**config.mk**
```make
export PLATFORM = sky130hd
export DESIGN_NAME = tks_ctrl
export DESIGN_NICKNAME = d
export VERILOG_FILES = /design/src/tks_pkg.sv /design/src/tks_ctrl.sv
export SDC_FILE = /design/constraint.sdc
export NUM_CORES = 1
export LEC_CHECK = 0
export BUFFER_PORTS_ARGS = -buffer_cell sky130_fd_sc_hd__buf_4
export CAP_MARGIN = 20
export CORE_MARGIN = 2
export CORE_UTILIZATION = 46
export CTS_CLUSTER_SIZE = 25
export DETAILED_ROUTE_END_ITERATION = 10
export PLACE_DENSITY_LB_ADDON = 0.1
export SYNTH_ARGS = -nofsm -noshare
export SYNTH_HDL_FRONTEND = slang
export SYNTH_SLANG_ARGS = --single-unit
```
**constraint.sdc**
```tcl
create_clock -name clk -period 1.2 [get_ports clk]
set_input_delay 0 -clock clk [delete_from_list [all_inputs] [get_ports clk]]
set_output_delay 0 -clock clk [all_outputs]
set_load 0.01 [all_outputs]
```
**src/tks_pkg.sv**
```systemverilog
// Shared types, constants and functions for the top-k score selector.
package tks_pkg;

  localparam int CapacityDef = 1024;
  localparam int KeepW       = 11;
  localparam int BoostW      = 32;
  localparam int KeyW        = 32;
  localparam int ScoreW      = 32;
  localparam int HeldW       = 11;
  localparam int CfgAddrW    = 3;
  localparam int CfgDataW    = 32;

  localparam logic [KeepW-1:0]  KeepReset  = 11'd1024;
  localparam logic [BoostW-1:0] BoostReset = 32'd65536;

  localparam logic CfgKeep  = 1'b0;
  localparam logic CfgBoost = 1'b1;

  localparam logic ActPop = 1'b1;

  typedef struct packed {
    logic [KeyW-1:0]   key;
    logic [ScoreW-1:0] score;
  } entry_t;

  typedef struct packed {
    logic              action;
    logic [KeyW-1:0]   term_key;
    logic [ScoreW-1:0] score;
  } in_item_t;

  typedef struct packed {
    logic              found;
    logic [KeyW-1:0]   out_key;
    logic [ScoreW-1:0] out_score;
    logic [HeldW-1:0]  held_before;
  } out_item_t;

  typedef enum logic [4:0] {
    CMD_NONE,
    CMD_LOAD,
    CMD_RD_ROOT,
    CMD_UP_INIT,
    CMD_RD_PARENT,
    CMD_UP_MOVE,
    CMD_UP_WR,
    CMD_RD_LAST,
    CMD_DN_INIT,
    CMD_RD_LEFT,
    CMD_TAKE_LEFT,
    CMD_TAKE_RIGHT,
    CMD_DN_MOVE,
    CMD_DN_WR,
    CMD_MUL,
    CMD_OUT,
    CMD_OUT_EMPTY
  } dp_cmd_t;

  typedef enum logic [3:0] {
    S_IDLE,
    S_DISPATCH,
    S_OF_CMP,
    S_UP_RD,
    S_UP_CMP,
    S_EVICT,
    S_POP_LAST,
    S_POP_INIT,
    S_DN_CHK,
    S_DN_L,
    S_DN_R,
    S_DN_CMP,
    S_FIN,
    S_OUT,
    S_EMPTY
  } ctrl_state_t;

  typedef struct packed {
    logic is_pop;
    logic cnt_ge_k;
    logic cnt_zero;
    logic over_k;
    logic root_keeps;
    logic idx_zero;
    logic ent_less_rd;
    logic l_ge_n;
    logic r_lt_n;
    logic child_less_ent;
    logic out_busy;
  } dp_status_t;

  function automatic logic lesser(entry_t a, entry_t b);
    logic res;
    if (a.score != b.score) begin
      res = a.score < b.score;
    end else begin
      res = a.key > b.key;
    end
    return res;
  endfunction

endpackage

```
**src/tks_ctrl.sv**
```systemverilog
// Controller: state machine that sequences heap insert, sift-down and result output.
module tks_ctrl (
  input  logic                clk,
  input  logic                rst_n,
  input  logic                in_valid,
  output logic                in_ready,
  input  tks_pkg::dp_status_t st,
  output tks_pkg::dp_cmd_t    cmd
);
  import tks_pkg::*;

  ctrl_state_t state_r, state_nxt;
  logic        pop_out_r, pop_out_nxt;

  always_ff @(posedge clk) begin
    if (!rst_n) begin
      state_r   <= S_IDLE;
      pop_out_r <= 1'b0;
    end else begin
      state_r   <= state_nxt;
      pop_out_r <= pop_out_nxt;
    end
  end

  always_comb begin
    state_nxt   = state_r;
    pop_out_nxt = pop_out_r;
    cmd         = CMD_NONE;
    in_ready    = 1'b0;
    case (state_r)
      S_IDLE: begin
        in_ready = 1'b1;
        if (in_valid) begin
          cmd       = CMD_LOAD;
          state_nxt = S_DISPATCH;
        end
      end
      S_DISPATCH: begin
        if (st.is_pop) begin
          if (st.cnt_zero) begin
            state_nxt = S_EMPTY;
          end else begin
            pop_out_nxt = 1'b1;
            cmd         = CMD_RD_ROOT;
            state_nxt   = S_POP_LAST;
          end
        end else if (st.cnt_ge_k) begin
          cmd       = CMD_RD_ROOT;
          state_nxt = S_OF_CMP;
        end else begin
          cmd       = CMD_UP_INIT;
          state_nxt = S_UP_RD;
        end
      end
      S_OF_CMP: begin
        if (st.root_keeps) begin
          state_nxt = S_IDLE;
        end else begin
          cmd       = CMD_UP_INIT;
          state_nxt = S_UP_RD;
        end
      end
      S_UP_RD: begin
        if (st.idx_zero) begin
          cmd       = CMD_UP_WR;
          state_nxt = S_EVICT;
        end else begin
          cmd       = CMD_RD_PARENT;
          state_nxt = S_UP_CMP;
        end
      end
      S_UP_CMP: begin
        if (st.ent_less_rd) begin
          cmd       = CMD_UP_MOVE;
          state_nxt = S_UP_RD;
        end else begin
          cmd       = CMD_UP_WR;
          state_nxt = S_EVICT;
        end
      end
      S_EVICT: begin
        if (st.over_k) begin
          pop_out_nxt = 1'b0;
          cmd         = CMD_RD_ROOT;
          state_nxt   = S_POP_LAST;
        end else begin
          state_nxt = S_IDLE;
        end
      end
      S_POP_LAST: begin
        cmd       = CMD_RD_LAST;
        state_nxt = S_POP_INIT;
      end
      S_POP_INIT: begin
        cmd       = CMD_DN_INIT;
        state_nxt = S_DN_CHK;
      end
      S_DN_CHK: begin
        if (st.l_ge_n) begin
          cmd       = CMD_DN_WR;
          state_nxt = S_FIN;
        end else begin
          cmd       = CMD_RD_LEFT;
          state_nxt = S_DN_L;
        end
      end
      S_DN_L: begin
        cmd       = CMD_TAKE_LEFT;
        state_nxt = st.r_lt_n ? S_DN_R : S_DN_CMP;
      end
      S_DN_R: begin
        cmd       = CMD_TAKE_RIGHT;
        state_nxt = S_DN_CMP;
      end
      S_DN_CMP: begin
        if (st.child_less_ent) begin
          cmd       = CMD_DN_MOVE;
          state_nxt = S_DN_CHK;
        end else begin
          cmd       = CMD_DN_WR;
          state_nxt = S_FIN;
        end
      end
      S_FIN: begin
        if (pop_out_r) begin
          cmd       = CMD_MUL;
          state_nxt = S_OUT;
        end else begin
          state_nxt = S_IDLE;
        end
      end
      S_OUT: begin
        if (!st.out_busy) begin
          cmd       = CMD_OUT;
          state_nxt = S_IDLE;
        end
      end
      S_EMPTY: begin
        if (!st.out_busy) begin
          cmd       = CMD_OUT_EMPTY;
          state_nxt = S_IDLE;
        end
      end
      default: state_nxt = S_IDLE;
    endcase
  end

endmodule

```
==> impl_metrics.ini, run 1 <==
[worst_hold_path]
worstHoldStart = rst_n
hp-class = primary input to flip-flop
min_path_cells = 3
min_to = state_r[0]$_SDFFE_PN0P_

[global_routing]
globalRouteOverflowTotal = 0
grt_antenna_before_repair = 0
grt_pass1_wl_mm = 4.22
grt_max_degree = 11
grt_pass1_vias = 875
grt_use_total = 0.295

[clock_tree]
clock_latency_ps = 250
numClockSinks = 5
ctsHtreeMaxLevel = 1
cts_made_buffers = 3
cts_buffer_depth = 2
ctsRootBufferMaster = clkbuf_4
cts_tree = built
holdBufCountCts = 0
clkTransAtPathRegs_ps = 50

[route]
avgViaCountPerCell = 6.29
drtIter0Drc = 28
vias = 968
wirelength_mm = 2.94
wl_per_cell_um = 19.1
drc = 0
ant_nets = 0
drtPass1Iterations = 4

[yosys]
synth.distinct_cells = 42
async_flop_share = 0
synthFlopType = dfxtp_1
synthesis.nets = 104
ys_ff_latch = 5
mappedNetlistArea_um2 = 743
yosysSeqAreaShare = 0.135
yosysWarnings = 0
synth_edf_count = 0
syn_inst = 90
synth_area_per_cell_um2 = 8.26

[sta]
worstMarginPinSlew_ps = 280
slew_viol_final = 0
relSlewSlack = 0.813
final-hold-violation-count = 0
worst_slack_ps = -302
period_minus_slack_ps = 1500
fin_crit_sh = 1.25
fmax_ghz = 0.666
rsz0062_at_grt = yes
skew_ps = 1.10
setup_viol_count_final = 11

[worst_setup_path]
rrSetupSlack_ps = -190
r2r.worst_path.cells = 8
worstSetupStartpointType = flip-flop
slowest_stage = dfxtp_4
worstPathCellList = buf_12 -> buf_8 -> nor3b_4 -> a21oi_2 -> nand2_2 -> o2111ai_2 -> buf_4
max_stage_delay_ps = 360
critPathKind = flip-flop to output port
cp.required_ps = 1200
path_max_fanout = 6
cp_num_buf_inv = 3
r2r_end = pop_out_r$_SDFFE_PN0P_
worst-path-stages = 7
critPathArrivalTime_ps = 1500
r2r-start = state_r[1]$_SDFFE_PN0P_
worstSetupEndpointType = output port
critPathTopFamily = buffers and inverters

[placement]
gp_congestion = 0.879
pre_cts_slack_ps = -130
place_hpwl_mm = 1.90
dpl-instance-area_um2 = 1010
portBuffers = 19

[cells_and_area]
utilization = 0.831
nets = 153
diodes = 0
finalInstanceArea_um2 = 1250
drive_above_1_share = 0.674
areaGrowthSynthToFinish_pct = 68.5

[run_status]
violations = setup timing
status = finished with violations

[floorplan]
dieArea_um2 = 1950
die_width_um = 44.2
fp.coreArea_um2 = 1510
initial_core_util = 0.493
die_h_um = 44.2
ioPinCount = 20
std_cell_rows = 14

[pwr]
ir_worst_vdd_uv = 1530
powerDensity_nw_per_um2 = 2320
p_leak_nw = 0.507

[flow_run]
drv_cap = 0
-- what timing repair did --
action                                  4_1_cts  5_1_grt
cloned                                        0        0
setup buffers                                 8        3
endpoints found under the setup margin       10       11
pin swaps                                     9       14
gates resized for setup                      21       16
-- how the worst max path moves through the flow --
| stage | from | end |
|---|---|---|
| 5_1_grt | state_r[0]$_SDFFE_PN0P_ | cmd[1] |
| 4_1_cts | state_r[0]$_SDFFE_PN0P_ | cmd[1] |
| 6_report | state_r[0]$_SDFFE_PN0P_ | cmd[1] |
| 2_1_floorplan | state_r[0]$_SDFFE_PN0P_ | state_r[0]$_SDFFE_PN0P_ |
| 3_5_place_dp | state_r[0]$_SDFFE_PN0P_ | state_r[0]$_SDFFE_PN0P_ |
| 3_3_place_gp | state_r[1]$_SDFFE_PN0P_ | state_r[0]$_SDFFE_PN0P_ |
-- worst register-to-register path, stage by stage, from the launching register on --
cell and delay [ps]:
dfxtp_2 330, buf_6 140, buf_6 130, buf_4 130, buf_6 110, nor3_2 130
a21oi_1 90, o21a_1 190, nor2_1 90
-- synth_stat cells (all sizes together), types with 2 or more instances --
cell type	instances	area share
dfxtp	5	0.13
o21bai	2	0.020
nor3	2	0.020
nand2	6	0.034
o2111ai	2	0.024
nor3b	3	0.037
a41oi	2	0.034
a32oi	2	0.034
inv	4	0.020
a21oi	7	0.047
o21a	2	0.020
nor2b	3	0.045
buf	9	0.13
nor2	8	0.051
o21ai	9	0.061
nand3	3	0.020
nand2b	5	0.062
o211ai	3	0.037
a31oi	2	0.017
-- placed cells by master, fill, tap and decap left out, types with 3 or more instances in the layout --
cell type / synthesis / final
o21ai_1: 7 / 3
nor2b_4: 2 / 3
buf_4: 0 / 41
nor2_1: 7 / 7
clkbuf_4: 0 / 3
nand2b_1: 3 / 3
buf_6: 8 / 9
dfxtp_2: 0 / 3
nand3_1: 3 / 3
nand2_2: 1 / 4
a21oi_1: 7 / 5
o21ai_2: 0 / 4
-- cell type report --
type	count	area [um^2]
multi-input cells	72	614
repair buffers	53	464
fillers	92	254
flip-flops and latches	5	108
clock buffers	4	26.3
inverters	4	20.0
well taps	16	20.0
-- sequential cells by signal, summed over array words and instances, names as in the netlist --
signal	count
pop_out_r	1
state_r	4
-- routing by layer --
metal	share of wire	GRT usage
met1	0.39	0.361
met2	0.53	0.550
met3	0.055	0.0531
met4	0.023	0.0303
met5	0	0
-- power by group --
group	total, mW	switching, mW	internal [mW]
clock	0.206	0.0796	0.126
sequential	0.336	0.0930	0.243
combinational	2.37	1.11	1.26
total	2.91	1.29	1.63
-- kinds of logic (layout without fill, tap and decap cells) --
group,count (synthesis),in the layout,synth area share
mux,1,1,0.0152
simple gates,34,34,0.338
buf+inv,13,61,0.148
compound gates,37,37,0.364
flops,5,5,0.135
-- through the flow --
step           std cells  hold WS, ps  TNS (ps)  power, mW
2_1_floorplan         90          162     -43.8       1.46
3_3_place_gp         139          321      -276       2.08
3_5_place_dp         139          320      -371       2.12
4_1_cts              151         51.6     -1250       2.62
5_1_grt              154         85.0     -2270       3.05
6_report             154         62.4     -1760       2.91
(Power assumes the default switching activity.)
==> inputs of run 2 (changes only) <==
--- a/config.mk
+++ b/config.mk
@@ -5,10 +5,11 @@
 export SDC_FILE = /design/constraint.sdc
 export NUM_CORES = 1
 export LEC_CHECK = 0
+export ABC_AREA = 1
 export BUFFER_PORTS_ARGS = -buffer_cell sky130_fd_sc_hd__buf_4
 export CAP_MARGIN = 20
 export CORE_MARGIN = 2
-export CORE_UTILIZATION = 46
+export CORE_UTILIZATION = 42
 export CTS_CLUSTER_SIZE = 25
 export DETAILED_ROUTE_END_ITERATION = 10
 export PLACE_DENSITY_LB_ADDON = 0.1
==> impl_metrics.ini, run 2 <==
[floorplan]
fp.coreArea_um2 = 1280
die_h_um = 40.7
die_width_um = 40.7
ioPinCount = 20
initial_core_util = 0.439
dieArea_um2 = 1650
std_cell_rows = 13

[worst_hold_path]
min_path_cells = 4
hp-class = primary input to flip-flop

[cells_and_area]
utilization = 0.769
final_common_cell = buf_4
reg_top3 = state_r x4, pop_out_r x1
top_register = state_r
regArea_um2 = 115
multi_input_area_um2 = 459
nFillCells = 104
largest_reg_flops = 4
finalInstanceArea_um2 = 988
final_cell_mix = 29 x buf_4, 26 x nand2_1, 14 x inv_1
areaGrowthSynthToFinish_pct = 75.2
drive_above_1_share = 0.507
diodes = 0
nets = 161

[sta]
skew_ps = 0.478
fmax_ghz = 0.731
setup_tns_ps = -736
worst_slack_ps = -167
period_minus_slack_ps = 1370
relSlewSlack = 0.848
worstMarginPinSlew_ps = 226
setup_viol_count_final = 8
final-hold-violation-count = 0
rsz0062_at_grt = yes
slew_viol_final = 0
fin_crit_sh = 1.14

[clock_tree]
cts_made_buffers = 3
ctsRootBufferMaster = clkbuf_4
cts_buffer_depth = 2
cts_tree = built
ctsHtreeMaxLevel = 1
clock_latency_ps = 240
numClockSinks = 5
clkTransAtPathRegs_ps = 40

[worst_setup_path]
cp-endpoint = cmd[1]
r2r-start = state_r[1]$_SDFFE_PN0P_
cp.required_ps = 1200
worstSetupStartpointType = flip-flop
cp-startpoint = state_r[3]$_SDFFE_PN0P_
critPathKind = flip-flop to output port
r2r_end = state_r[0]$_SDFFE_PN0P_
path_max_fanout = 5
r2r.worst_path.cells = 9
worstSetupEndpointType = output port
rrSetupSlack_ps = -80
critPathArrivalTime_ps = 1370

[placement]
gp_congestion = 0.856
place_hpwl_mm = 1.33
dpl-instance-area_um2 = 816
portBuffers = 19
pre_cts_slack_ps = -105

[pwr]
p_total_mw = 2.10
ir_worst_vdd_uv = 1200
p_leak_nw = 0.555
powerDensity_nw_per_um2 = 2120

[global_routing]
grtUsageMet3 = 0.0380
use_met1 = 0.297
grt_antenna_before_repair = 0
grt_pass1_vias = 677
grt_pass1_wl_mm = 2.68
grt_most_used_layer = met2
use_met2 = 0.425
globalRouteOverflowTotal = 0
grt_use_total = 0.252
grt_max_degree = 7

[yosys]
synth_top_cells_by_count = 34 x nand2_1, 19 x inv_1, 13 x nand3_1
synth_area_per_cell_um2 = 5.27
yosysTopAreaCellShare = 0.226
syn_inst = 107
yosysWarnings = 0
ys_ff_latch = 5
yosys-top-cells-area = nand2_1 23%, dfxtp_1 18%, inv_1 13%
synth_edf_count = 0
yosysSeqAreaShare = 0.177
synthesis.nets = 121
mappedNetlistArea_um2 = 564
synth.distinct_cells = 17
yosysTopAreaCell = nand2_1
synthFlopType = dfxtp_1
async_flop_share = 0
yosysMostFrequentCell = nand2_1

[run_status]
status = finished with violations
violations = setup timing

[route]
drc = 0
ant_nets = 0
wirelength_mm = 1.86
drtIter0Drc = 15
avgViaCountPerCell = 5.09
vias = 819
wl_per_cell_um = 11.6
drtPass1Iterations = 4

[flow_run]
drv_cap = 0
## run 2: critical path, cell delays in order (launching register included)
cell and delay (ps):
dfxtp_4 370, inv_4 50, nand2_1 100, inv_2 80
nand3_1 120, nand2_1 60, nor2_1 100, nand4_1 80
buf_4 150
## run 2: logic make-up (layout without fill, tap and decap cells)
family,count (synthesis),in the layout,share of synthesized area
compound gates,10,10,0.115
buf+inv,22,61,0.146
flops,5,5,0.177
simple gates,70,70,0.561
## run 2: per-layer routing
metal,routed length [um],part of all wire
met1,830,0.45
met2,916,0.49
met3,83,0.045
met4,31,0.017
met5,0,0
## run 2: how the worst min path moves through the flow
stage / start / end / slack, ps
2_1_floorplan: st[0] / cmd[4] / 50
3_3_place_gp: rst_n / state_r[1]$_SDFFE_PN0P_ / 230
3_5_place_dp: rst_n / state_r[2]$_SDFFE_PN0P_ / 240
4_1_cts: st[8] / pop_out_r$_SDFFE_PN0P_ / 80
5_1_grt: st[8] / pop_out_r$_SDFFE_PN0P_ / 140
6_report: st[8] / pop_out_r$_SDFFE_PN0P_ / 90
## run 2: stage by stage
stage / cells / hold slack [ps]
after global routing: 161 / 141
after global placement: 153 / 230
final: 161 / 88.8
after CTS: 160 / 77.3
after floorplan: 107 / 54.4
after detailed placement: 153 / 235
## run 2: cell type report
cell class / instances / share of cell area
repair buffers: 35 / 0.287
multi-input cells: 80 / 0.465
flip-flops and latches: 5 / 0.116
inverters: 22 / 0.0861
clock buffers: 4 / 0.0266
well taps: 15 / 0.0190
## run 2: power breakdown
group	switching, mW	internal (mW)	total (mW)
clock network	0.0668	0.126	0.192
registers	0.122	0.256	0.378
logic	0.816	0.713	1.53
total	1.00	1.09	2.10
## run 2: what timing repair did
item	4_1_cts	5_1_grt
setup buffers	2	1
setup endpoints to repair	9	10
hold endpoints to repair	3	0
pin swaps	5	11
hold buffers	1	0
resized for setup	21	18
